===== src/rtl/core/cosim_pkg.sv =====
`timescale 1ns / 1ps
// ----------------------------------------------------------------------------
// Cosine similarity package
// Shared widths, control structs and state encodings for the cosine
// similarity unit and its submodules.
// ----------------------------------------------------------------------------
package cosim_pkg;

	localparam int COUNT_W  = 16;
	localparam int SUM_W    = 40;
	localparam int LIMB_W   = 20;
	localparam int PROD_W   = 2 * LIMB_W;
	localparam int ACC_W    = 120;
	localparam int OFF_W    = 3;
	localparam int FRAC_W   = 16;
	localparam int SIM_W    = FRAC_W + 1;
	localparam int BIT_W    = 5;
	localparam int STEP_W   = 3;

	localparam logic [BIT_W-1:0]  TOP_BIT        = BIT_W'(FRAC_W);
	localparam logic [STEP_W-1:0] LAST_STEP_WIDE = 3'd3;
	localparam logic [STEP_W-1:0] LAST_STEP_SQR  = 3'd0;
	localparam logic [STEP_W-1:0] LAST_STEP_LHS  = 3'd7;

	typedef enum logic [2:0] {
		ST_ACCUM,
		ST_DRAIN,
		ST_LATCH,
		ST_ISSUE,
		ST_FLUSH,
		ST_STORE,
		ST_DONE
	} state_t;

	typedef enum logic [1:0] {
		PH_NORM,
		PH_DOT,
		PH_SQUARE,
		PH_LHS
	} phase_t;

	typedef struct packed {
		logic             issue;
		logic             clear;
		logic [OFF_W-1:0] offset;
	} mac_ctrl_t;

	typedef struct packed {
		logic [SUM_W-1:0] dot;
		logic [SUM_W-1:0] square_a;
		logic [SUM_W-1:0] square_b;
		logic             overflow;
	} sums_t;

	typedef struct packed {
		logic [SIM_W-1:0] similarity;
		logic             zero_norm;
		logic             too_many;
	} result_t;

endpackage


===== src/rtl/core/cosim_accum.sv =====
`timescale 1ns / 1ps
// ----------------------------------------------------------------------------
// Cosine similarity accumulator
// Registers the three element products of each accepted pair and adds them
// into the dot product and the two sums of squares on the next cycle.
// ----------------------------------------------------------------------------
module cosim_accum
	import cosim_pkg::*;
#(
	parameter int MAX_ELEMENTS = 256,
	parameter int COUNT_BITS   = 16
) (
	input  logic               clk,
	input  logic               arst_n,
	input  logic               accept,
	input  logic [COUNT_W-1:0] count_a,
	input  logic [COUNT_W-1:0] count_b,
	input  logic               clear,
	output sums_t              sums
);

	localparam int CNT_W     = $clog2(MAX_ELEMENTS + 1);
	localparam int MASK_BITS = (COUNT_BITS < COUNT_W) ? COUNT_BITS : COUNT_W;
	localparam logic [COUNT_W:0] MASK_FULL =
		((COUNT_W+1)'(1) << MASK_BITS) - (COUNT_W+1)'(1);
	localparam logic [COUNT_W-1:0] COUNT_MASK = MASK_FULL[COUNT_W-1:0];

	logic [COUNT_W-1:0]   a_m;
	logic [COUNT_W-1:0]   b_m;
	logic                 room;
	logic [CNT_W-1:0]     count_q;
	logic                 overflow_q;
	logic                 add_s1;
	logic [2*COUNT_W-1:0] prod_ab_s1;
	logic [2*COUNT_W-1:0] prod_aa_s1;
	logic [2*COUNT_W-1:0] prod_bb_s1;
	logic [SUM_W-1:0]     dot_q;
	logic [SUM_W-1:0]     square_a_q;
	logic [SUM_W-1:0]     square_b_q;

	assign a_m  = count_a & COUNT_MASK;
	assign b_m  = count_b & COUNT_MASK;
	assign room = count_q < CNT_W'(MAX_ELEMENTS);

	always_ff @(posedge clk) begin
		prod_ab_s1 <= a_m * b_m;
		prod_aa_s1 <= a_m * a_m;
		prod_bb_s1 <= b_m * b_m;
	end

	always_ff @(posedge clk or negedge arst_n) begin
		if (!arst_n) begin
			count_q    <= '0;
			overflow_q <= 1'b0;
			add_s1     <= 1'b0;
			dot_q      <= '0;
			square_a_q <= '0;
			square_b_q <= '0;
		end else if (clear) begin
			count_q    <= '0;
			overflow_q <= 1'b0;
			add_s1     <= 1'b0;
			dot_q      <= '0;
			square_a_q <= '0;
			square_b_q <= '0;
		end else begin
			add_s1 <= accept && room;
			if (accept) begin
				if (room) begin
					count_q <= count_q + CNT_W'(1);
				end else begin
					overflow_q <= 1'b1;
				end
			end
			if (add_s1) begin
				dot_q      <= dot_q + SUM_W'(prod_ab_s1);
				square_a_q <= square_a_q + SUM_W'(prod_aa_s1);
				square_b_q <= square_b_q + SUM_W'(prod_bb_s1);
			end
		end
	end

	assign sums.dot      = dot_q;
	assign sums.square_a = square_a_q;
	assign sums.square_b = square_b_q;
	assign sums.overflow = overflow_q;

endmodule


===== src/rtl/core/cosim_mac.sv =====
`timescale 1ns / 1ps
// ----------------------------------------------------------------------------
// Cosine similarity multiply-accumulate unit
// One shared limb multiplier with a registered product, added into a wide
// accumulator at a limb offset on the following cycle.
// ----------------------------------------------------------------------------
module cosim_mac
	import cosim_pkg::*;
(
	input  logic              clk,
	input  logic              arst_n,
	input  mac_ctrl_t         ctrl,
	input  logic [LIMB_W-1:0] op_a,
	input  logic [LIMB_W-1:0] op_b,
	output logic [ACC_W-1:0]  acc
);

	logic              vld_s1;
	logic [PROD_W-1:0] prod_s1;
	logic [OFF_W-1:0]  off_s1;
	logic [ACC_W-1:0]  acc_q;

	always_ff @(posedge clk or negedge arst_n) begin
		if (!arst_n) begin
			vld_s1 <= 1'b0;
		end else begin
			vld_s1 <= ctrl.issue;
		end
	end

	always_ff @(posedge clk) begin
		prod_s1 <= op_a * op_b;
		off_s1  <= ctrl.offset;
		if (ctrl.clear) begin
			acc_q <= '0;
		end else if (vld_s1) begin
			acc_q <= acc_q + (ACC_W'(prod_s1) << (LIMB_W * off_s1));
		end
	end

	assign acc = acc_q;

endmodule


===== src/rtl/core/cosim_seq.sv =====
`timescale 1ns / 1ps
// ----------------------------------------------------------------------------
// Cosine similarity sequencer
// Forms the norm product and the scaled squared dot product on the shared
// multiplier, then finds the similarity one bit at a time by comparing
// candidate squares times the norm product against the squared dot product.
// ----------------------------------------------------------------------------
module cosim_seq
	import cosim_pkg::*;
(
	input  logic              clk,
	input  logic              arst_n,
	input  logic              last_accept,
	input  sums_t             sums,
	input  logic              res_free,
	input  logic [ACC_W-1:0]  mac_acc,
	output mac_ctrl_t         mac_ctrl,
	output logic [LIMB_W-1:0] mac_a,
	output logic [LIMB_W-1:0] mac_b,
	output logic              accepting,
	output logic              accum_clear,
	output logic              result_load,
	output result_t           result
);

	state_t                 state_q;
	state_t                 state_d;
	phase_t                 phase_q;
	logic [STEP_W-1:0]      step_q;
	logic [BIT_W-1:0]       bit_q;
	logic [SIM_W-1:0]       r_q;
	logic                   zero_q;
	logic [2*SUM_W-1:0]     prod_q;
	logic [2*SUM_W-1:0]     d2_q;
	logic [SUM_W-1:0]       sq_q;

	logic                   zero_norm;
	logic                   last_step;
	logic [SIM_W-1:0]       cand;
	logic [ACC_W-1:0]       rhs;
	logic [SIM_W-1:0]       r_next;
	logic                   finish;
	logic [SUM_W-1:0]       x_word;
	logic [2*SUM_W-1:0]     y_word;
	logic [1:0][LIMB_W-1:0] x_limbs;
	logic [3:0][LIMB_W-1:0] y_limbs;
	logic                   xi;
	logic [1:0]             yj;

	assign zero_norm = (sums.square_a == '0) || (sums.square_b == '0);
	assign cand      = r_q | (SIM_W'(1) << bit_q);
	assign rhs       = ACC_W'({d2_q, {(2*FRAC_W){1'b0}}});
	assign r_next    = (mac_acc <= rhs) ? cand : r_q;
	assign finish    = (bit_q == '0) || r_next[SIM_W-1];
	assign xi        = step_q[0];
	assign yj        = step_q[2:1];

	always_comb begin
		unique case (phase_q)
			PH_NORM: last_step = (step_q == LAST_STEP_WIDE);
			PH_DOT: last_step = (step_q == LAST_STEP_WIDE);
			PH_SQUARE: last_step = (step_q == LAST_STEP_SQR);
			PH_LHS: last_step = (step_q == LAST_STEP_LHS);
			default: last_step = 1'b1;
		endcase
	end

	always_comb begin
		unique case (phase_q)
			PH_NORM: begin
				x_word = sums.square_a;
				y_word = (2*SUM_W)'(sums.square_b);
			end
			PH_DOT: begin
				x_word = sums.dot;
				y_word = (2*SUM_W)'(sums.dot);
			end
			PH_SQUARE: begin
				x_word = SUM_W'(cand);
				y_word = (2*SUM_W)'(cand);
			end
			default: begin
				x_word = sq_q;
				y_word = prod_q;
			end
		endcase
		x_limbs = x_word;
		y_limbs = y_word;
		mac_a   = x_limbs[xi];
		mac_b   = y_limbs[yj];
	end

	always_comb begin
		state_d = state_q;
		unique case (state_q)
			ST_ACCUM: begin
				if (last_accept) begin
					state_d = ST_DRAIN;
				end
			end
			ST_DRAIN: state_d = ST_LATCH;
			ST_LATCH: begin
				if (zero_norm) begin
					state_d = ST_DONE;
				end else begin
					state_d = ST_ISSUE;
				end
			end
			ST_ISSUE: begin
				if (last_step) begin
					state_d = ST_FLUSH;
				end
			end
			ST_FLUSH: state_d = ST_STORE;
			ST_STORE: begin
				if (phase_q == PH_LHS && finish) begin
					state_d = ST_DONE;
				end else begin
					state_d = ST_ISSUE;
				end
			end
			ST_DONE: begin
				if (res_free) begin
					state_d = ST_ACCUM;
				end
			end
			default: state_d = ST_ACCUM;
		endcase
	end

	always_comb begin
		accepting       = (state_q == ST_ACCUM);
		mac_ctrl.issue  = (state_q == ST_ISSUE);
		mac_ctrl.clear  = (state_q == ST_ISSUE) && (step_q == '0);
		mac_ctrl.offset = OFF_W'(xi) + OFF_W'(yj);
		result_load     = (state_q == ST_DONE) && res_free;
		accum_clear     = result_load;
	end

	always_ff @(posedge clk or negedge arst_n) begin
		if (!arst_n) begin
			state_q <= ST_ACCUM;
			phase_q <= PH_NORM;
			step_q  <= '0;
			bit_q   <= '0;
		end else begin
			state_q <= state_d;
			unique case (state_q)
				ST_LATCH: begin
					phase_q <= PH_NORM;
					step_q  <= '0;
				end
				ST_ISSUE: begin
					step_q <= last_step ? '0 : step_q + STEP_W'(1);
				end
				ST_STORE: begin
					unique case (phase_q)
						PH_NORM: phase_q <= PH_DOT;
						PH_DOT: begin
							phase_q <= PH_SQUARE;
							bit_q   <= TOP_BIT;
						end
						PH_SQUARE: phase_q <= PH_LHS;
						default: begin
							phase_q <= PH_SQUARE;
							bit_q   <= bit_q - BIT_W'(1);
						end
					endcase
				end
				default: ;
			endcase
		end
	end

	always_ff @(posedge clk) begin
		if (state_q == ST_LATCH) begin
			r_q    <= '0;
			zero_q <= zero_norm;
		end
		if (state_q == ST_STORE) begin
			unique case (phase_q)
				PH_NORM: prod_q <= mac_acc[2*SUM_W-1:0];
				PH_DOT: d2_q <= mac_acc[2*SUM_W-1:0];
				PH_SQUARE: sq_q <= mac_acc[SUM_W-1:0];
				default: r_q <= r_next;
			endcase
		end
	end

	assign result.similarity = r_q;
	assign result.zero_norm  = zero_q;
	assign result.too_many   = sums.overflow;

endmodule


===== src/rtl/core/cosine_similarity_unit.sv =====
`timescale 1ns / 1ps
// Throughput: one element pair per cycle while accumulating.
// Sequence: after a last pair is accepted, the two 80-bit products are formed
// on the shared 20x20 multiplier, then up to 17 candidate bits are tried,
// stopping early when the result reaches 1.0; a zero norm skips all of this.
// No pair is accepted during that run.
// Reset: asynchronous, clears the sums, the counters and the output valid flag; the output data register is not reset.
// ----------------------------------------------------------------------------
// Cosine similarity unit
// Accumulates dot product and sums of squares of two count vectors and
// delivers their cosine similarity as an unsigned Q1.16 fraction.
// ----------------------------------------------------------------------------
module cosine_similarity_unit
	import cosim_pkg::*;
#(
	parameter int MAX_ELEMENTS = 256,
	parameter int COUNT_BITS   = 16
) (
	input  logic               clk,
	input  logic               arst_n,
	input  logic               count_valid,
	output logic               count_stall,
	input  logic [COUNT_W-1:0] count_a,
	input  logic [COUNT_W-1:0] count_b,
	input  logic               last_element,
	output logic               result_valid,
	input  logic               result_stall,
	output logic [SIM_W-1:0]   similarity,
	output logic               zero_norm,
	output logic               too_many
);

	logic              accept;
	logic              accepting;
	logic              accum_clear;
	logic              result_load;
	logic              res_free;
	sums_t             sums;
	mac_ctrl_t         mac_ctrl;
	logic [LIMB_W-1:0] mac_a;
	logic [LIMB_W-1:0] mac_b;
	logic [ACC_W-1:0]  mac_acc;
	result_t           result;
	logic              result_valid_q;
	result_t           result_q;

	assign count_stall = !accepting;
	assign accept      = count_valid && accepting;
	assign res_free    = !result_valid_q || !result_stall;

	cosim_accum #(
		.MAX_ELEMENTS(MAX_ELEMENTS),
		.COUNT_BITS  (COUNT_BITS)
	) u_accum (
		.clk    (clk),
		.arst_n (arst_n),
		.accept (accept),
		.count_a(count_a),
		.count_b(count_b),
		.clear  (accum_clear),
		.sums   (sums)
	);

	cosim_mac u_mac (
		.clk   (clk),
		.arst_n(arst_n),
		.ctrl  (mac_ctrl),
		.op_a  (mac_a),
		.op_b  (mac_b),
		.acc   (mac_acc)
	);

	cosim_seq u_seq (
		.clk        (clk),
		.arst_n     (arst_n),
		.last_accept(accept && last_element),
		.sums       (sums),
		.res_free   (res_free),
		.mac_acc    (mac_acc),
		.mac_ctrl   (mac_ctrl),
		.mac_a      (mac_a),
		.mac_b      (mac_b),
		.accepting  (accepting),
		.accum_clear(accum_clear),
		.result_load(result_load),
		.result     (result)
	);

	always_ff @(posedge clk or negedge arst_n) begin
		if (!arst_n) begin
			result_valid_q <= 1'b0;
		end else if (result_load) begin
			result_valid_q <= 1'b1;
		end else if (!result_stall) begin
			result_valid_q <= 1'b0;
		end
	end

	always_ff @(posedge clk) begin
		if (result_load) begin
			result_q <= result;
		end
	end

	assign result_valid = result_valid_q;
	assign similarity   = result_q.similarity;
	assign zero_norm    = result_q.zero_norm;
	assign too_many     = result_q.too_many;

endmodule

===== config.mk =====
export PLATFORM = sky130hd
export DESIGN_NAME = cosine_similarity_unit
export DESIGN_NICKNAME = d
export VERILOG_FILES = /design/src/rtl/core/cosim_pkg.sv /design/src/rtl/core/cosim_accum.sv /design/src/rtl/core/cosim_mac.sv /design/src/rtl/core/cosim_seq.sv /design/src/rtl/core/cosine_similarity_unit.sv
export SDC_FILE = /design/constraint.sdc
export NUM_CORES = 2
export LEC_CHECK = 0
export ABC_CLOCK_PERIOD_IN_PS = 7400
export BUFFER_PORTS_ARGS = -buffer_cell sky130_fd_sc_hd__buf_2
export CAP_MARGIN = 30
export CORE_UTILIZATION = 50
export CTS_CLUSTER_SIZE = 24
export DETAILED_ROUTE_END_ITERATION = 8
export MAX_ROUTING_LAYER = met4
export PLACE_DENSITY = 0.65
export SLEW_MARGIN = 30
export SYNTH_ARGS = -nofsm -noshare
export SYNTH_HDL_FRONTEND = slang
export SYNTH_HIERARCHICAL = 1
export SYNTH_SLANG_ARGS = --single-unit
export TNS_END_PERCENT = 100

===== constraint.sdc =====
create_clock -name clk -period 7.4 [get_ports clk]
set_input_delay 0.74 -clock clk [delete_from_list [all_inputs] [get_ports clk]]
set_output_delay 0.74 -clock clk [all_outputs]
set_load 0.005 [all_outputs]

Yosys cells after proc, flatten, opt, wreduce, memory -nomap -nowiden
Index checks and enable logic that the tools add are counted.
- add/sub/neg operators: 8
- $mul: 5
- $lt $le $gt $ge: 4
- equality and inequality tests: 17
- shift operators: 2
- muxes and demuxes: 37
- bitwise gates (word level): 2
- reductions and logical operators: 33
- operators with widths (operator ; count):
    two-way mux 40 bit ; 6
    case mux 80 bit (3 select lines) ; 1
    adder 120 bit ; 1
    adder 40 x 32 -> 40 bit ; 3
    less-or-equal comparator 120 x 112 -> 1 bit ; 1
    case mux 40 bit (3 select lines) ; 1
    << shifter 40 x 8 -> 120 bit ; 1
    multiplier 16 x 16 -> 32 bit ; 3
    logical NOT 40 bit ; 2
    two-way mux 17 bit ; 4
    two-way mux 20 bit ; 3
    binary-select mux 20 bit (select 2 bit) ; 1
    multiplier 20 x 20 -> 40 bit ; 1
    two-way mux 9 bit ; 3
    case mux 3 bit (7 select lines) ; 1
    two-way mux 3 bit ; 6
    bitwise OR 17 bit ; 1
    << shifter 1 x 5 -> 17 bit, first input constant ; 1
    equality test 3 bit, second input constant ; 4
    AND reduction 2 bit ; 6
    case mux 5 bit (2 select lines) ; 1
    nonzero test 2 bit ; 5
    adder 9 x 1 -> 9 bit, second input constant ; 1
    equality test 3 x 2 -> 1 bit, second input constant ; 3
    27 further kinds ; 48
- register bits: 642
- input bits: 37
- output and inout bits: 21
- logic and storage cells: 135

Depth between registers and ports, before layout
- depth in word-level cells: 7
- gate-level depth with buffers: 35
- gate-level depth less buffers: 33

Hierarchy
Netlist, hierarchy kept.
- modules (own cells, without submodules) (module ; times used ; cells each ; area an instance (um^2) ; sequential area each (um^2)):
    cosim_accum ; 1 ; 3820 ; 34619.5 ; 5159.9
    cosim_mac ; 1 ; 3662 ; 29022.8 ; 3288.2
    cosim_seq ; 1 ; 1119 ; 12659.6 ; 6861.6
    cosine_similarity_unit ; 1 ; 25 ; 624.3 ; 595.6

Worst setup path after synthesis
No wires, ideal clock.
- path type: register -> register
- start: reg u_seq.phase_q[1]
- end: reg u_mac.prod_s1[38]
- setup time: 0.118 ns
- data arrival time: 7.947 ns
- slack: -0.665 ns
- cell stages (with the launch flop): 32
- path buffers: 5
- clock period less this slack: 8.065 ns
- cells stage by stage: dfrtp_1 -> clkbuf_1 -> and2_1 -> clkbuf_1 -> clkbuf_1 -> clkbuf_1 -> a21oi_1 -> a21oi_1 -> clkbuf_1 -> nand2_1 -> fa_1 -> inv_1 -> fa_1 -> inv_1 -> fa_1 -> inv_1 -> fa_1 -> fa_1 -> fa_1 -> inv_1 -> fa_1 -> inv_1 -> ha_1 -> nand2_1 -> nor2_1 -> nand3_1 -> or4_4 -> a211o_1 -> a211oi_2 -> a21oi_1 -> o21a_1 -> xnor2_1
- cells in the longest elaborated chain, start to end: 5
- ends and longest elaborated chain (what ; line ; RTL):
    start: declaration ; cosim_seq.sv:28 ; phase_t phase_q;
    start signal: assignment ; cosim_seq.sv:143 ; phase_q <= PH_NORM;
    start signal: assignment ; cosim_seq.sv:150 ; phase_q <= PH_NORM;
    start signal: assignment ; cosim_seq.sv:158 ; PH_NORM: phase_q <= PH_DOT;
    equality test 2 bit, or another cell as far along ; cosim_seq.sv:69 ; unique case (phase_q)
    case mux 40 bit (3 select lines) (*) ; cosim_seq.sv:69 ;
    two-way mux 20 bit (not written as such) (*) (2 in series) ; cosim_seq.sv:89 ; mac_a = x_limbs[xi];
    named net mac_a[7] ; cosine_similarity_unit.sv:40 ; logic [LIMB_W-1:0] mac_a;
    multiplier 20 x 20 -> 40 bit (*) ; cosim_mac.sv:32 ; prod_s1 <= op_a * op_b;
    end signal: assignment ; cosim_mac.sv:32 ;
    end: declaration ; cosim_mac.sv:19 ; logic [PROD_W-1:0] prod_s1;
Mark *: on every way through the listed nets, which the timed path passes. The rest lies on a longest branch. The select of a mux whose other input is x is not followed.
A chain may end at the register's enable or synchronous reset.

Final worst setup path
- start: reg u_seq.bit_q[3]
- end: reg u_mac.prod_s1[32]
- cells in the longest elaborated chain, start to end: 6
- ends and longest elaborated chain (what ; line ; RTL):
    start: declaration ; cosim_seq.sv:30 ; logic [BIT_W-1:0] bit_q;
    start signal: assignment ; cosim_seq.sv:166 ; bit_q <= bit_q - BIT_W'(1);
    << shifter 1 x 5 -> 17 bit ; cosim_seq.sv:51 ; assign cand = r_q | (SIM_W'(1) << bit_q);
    bitwise OR 17 bit ; cosim_seq.sv:51 ;
    case mux 80 bit (3 select lines) ; cosim_seq.sv:69 ;
    binary-select mux 20 bit (select 2 bit) ; cosim_seq.sv:90 ; mac_b = y_limbs[yj];
    two-way mux 20 bit (not written as such) ; cosim_seq.sv:90 ;
    named net mac_b[9] ; cosine_similarity_unit.sv:41 ; logic [LIMB_W-1:0] mac_b;
    multiplier 20 x 20 -> 40 bit ; cosim_mac.sv:32 ;
The timed path passes the listed nets, and every way through them passes these cells. The select of a mux whose other input is x is not followed.

==> results.md <==
- Status: finished, violations left
- Failing checks: setup timing
- GRT Total Usage: 34.7%
- Leak Pwr: 42.2 nW
- Share of cells above drive strength 1: 13.4%
- Final Hold Viols: 0
- Clock transition at path regs: 0.07 ns
- Dominant register cell in the synthesized netlist: dfxtp_1
- Via-to-Cell Ratio: 5.75
- Syn. warnings: 6
- Die width: 394 microns
- Hold_ws: 0.312 ns
- Crit Path Max Fanout: 6
- Delay-heaviest family, CP: adder cells
- Fillers: 13500
- Row count: 143
- Total Routed Length: 264000 microns
- Final ANT Viol Nets: 0
- Syn nets: 10300
- Core area: 152000 sq um
- RSZ-0062 raised after global routing: true
- Routed len/inst: 23.8 microns
- Setup Crit Path Kind: reg2reg
- Max VDD drop: 0.789 mV
- CP arrival: 8.55 ns
- Worst skew pair latency: 0.70 ns
- GR Overflow Total: 0
- DR iter-0 viols: 5139
- Root Driver: clkbuf_16
- Cell variety after synth: 119
- R2r setup slk: -0.57 ns
- I/O Buffers: 57
- Vias: 63900
- Power density over cell area: 271 nW/um^2
- Clock Path Buffers: 3
- Critical path's largest stage delay: 0.56 ns
- Min Tclk post-route: 7.97 ns
- Async set-or-reset flop fraction in the synthesized netlist: 22.8%
- Die area: 155000 sq um
- Initial antenna violation count: 4
- Post-synth EDFFs: 236
- CP required: 7.98 ns
- Cell Area, Synth: 76900 sq um
- Relative slew slack: 31.5%
- Fmax: 125 MHz
- Synthesized flop and latch total: 640
- Hold/Removal Path Class: in2reg
- Most frequent cells in the layout: inv_1 (1247), nand2_1 (832), fa_1 (823)
- Die H: 394 microns
- CTS tree: built
- Largest net degree at the start of global routing: 122
- Crit path buf inv count: 8
- DP HPWL: 216000 microns
- Max-slew violations: 0
- Clk sinks: 640
- Mapped Cells: 8626
- Area post-placement: 83200 sq um
- Final setup violation count: 21
- Sequential-to-total area share from yosys stat: 20.7%
- H-tree levels: 3
- Vias in the first global route: 65000
- Maxcap violations: 0
- Number of nets in the layout: 10600
- Slew @ Worst Pin: 1.02 ns
- CP Capture Type: flop
- Final period utilization: 108%
- Design area: 87800 sq um
- CP most frequent cell: fa_1
- Routability Congestion: 1.05
- Crit start category: flop
- Tot Pwr: 0.0238 W
- Skew final: 0.0463 ns
- Layout area overhead: 14.1%
- Ports: 58
- Syn Area/Cell: 8.92 sq um
- First-pass GRT wire length: 397000 microns
- Drc violations: 0
- Critical path's slowest cell: fa_2
- Worst Slack Setup Final: -0.573 ns
- Router iterations before antenna repair: 5
- Commonest non-fill, non-tap cell in the layout: inv_1
- Initial Util: 50.5%
- Total CTS buffers: 79
-- cells by family after synthesis --
family,Yosys count,synth area share (%)
DFF,640,20.7
adders and majority gates,1606,34.4
muxes,293,3.90
xor gates and xnor gates,342,3.89
buffers and inverters,1687,8.37
and+or+nand+nor,2525,15.8
AOI/OAI and AO/OA,1533,13.0
-- power breakdown --
part	internal [W]	leakage (nW)	switching [W]
Clock	0.00236	1.32	0.00172
Combinational	0.00678	35.2	0.00870
Sequential	0.00410	5.73	0.000110
-- synth_stat cells (all sizes together), types with 45 or more instances --
cell	number	area, sq um
inv	1268	4760
fa	846	16900
nand2	846	3190
ha	760	9510
nor2	612	2300
a21oi	501	2530
and2	436	2730
clkbuf	341	1280
o21ai	321	1620
dfxtp	258	5160
mux2i	258	2580
edfxtp	236	7090
xnor2	230	2010
a21o	161	1210
dfrtp	146	3650
nand4	121	782
xor2	112	981
nor3	98	495
nand3	83	430
nor2b	75	469
buf	72	372
nand2b	56	350
nor4	55	393
o21bai	53	398
o211ai	49	378
o21a	49	368
a31oi	45	303
-- state kept, by name, indices dropped and copies added (netlist names), 9 cells and up --
signal              cells
u_accum/prod_bb_s1     31
u_accum/dot_q          40
similarity             17
u_accum/prod_aa_s1     31
u_accum/prod_ab_s1     32
u_seq/prod_q           80
u_mac/acc             120
u_accum/count_q         9
u_seq/r_q              17
u_accum/square_a_q     40
u_mac/prod_s1          40
u_seq/sq_q             40
u_seq/d2_q             80
u_accum/square_b_q     40
-- path summary, 6_finish.rpt --
path | cells after the start | to | from
setup / recovery | 31 | u_mac/prod_s1[32] | u_seq/bit_q[3]
hold / removal | 2 | result_valid | result_stall
setup reg to reg | 31 | u_mac/prod_s1[32] | u_seq/bit_q[3]
hold reg to reg | 0 | too_many | u_accum/overflow_q
max in group asynchronous | 3 | u_accum/square_a_q[6] | arst_n
min in group asynchronous | 2 | u_accum/square_b_q[7] | arst_n
-- worst register-to-register path, delay by kind of cell, from the launching register on --
family	cells	cell delay [ns]
AO/OA/AOI/OAI	8	1.55
XOR/XNOR	1	0.14
adder cells (fa/ha/maj)	8	3.81
buffers and inverters	8	0.86
flip-flops	1	0.44
AND/OR/NAND/NOR	6	1.05
-- per-layer routing --
layer  part of all wire (%)  wire length [microns]  vias up  GRT usage (%)
li1                       -                      -    29400              -
met1                     39                 104000    31400           41.7
met2                     47                 125000     2427           56.2
met3                    6.4                  16800      665           3.86
met4                    7.2                  19000        0           21.2
met5                      0                      0        -              -
-- timing repair --
item,4_1_cts,5_1_grt
gates resized for setup,187,111
endpoints found under the hold margin,25,0
hold buffers,1,0
gates cloned,5,4
setup buffers,35,29
endpoints found under the setup margin,24,23
pin swaps,77,55
-- through the flow --
| stage | worst slack (ns) | setup TNS, ns | std cells | utilization [%] |
|---|---|---|---|---|
| floorplan | -0.162 | -0.441 | 8626 | - |
| global placement | -0.816 | -11.04 | 10900 | 54.6 |
| detailed placement | -0.906 | -13.08 | 10900 | 54.6 |
| CTS | -0.564 | -5.56 | 11100 | 57.2 |
| global route | -0.831 | -11.96 | 11100 | 57.7 |
| finish | -0.573 | -6.98 | 11100 | 57.7 |
-- area by class of cell --
type	instances	area [sq um]	share of cell area, %
multi-input combinational	6299	55800	63.5
sequential	640	15900	18.1
timing repair buffer	712	6040	6.88
inverter	1274	4780	5.45
tap	2030	2540	2.89
clock buffer	103	2230	2.54
clock inverter	44	472	0.537
antenna	3	7.51	0.00855
Power figures use the tool's default switching activity.
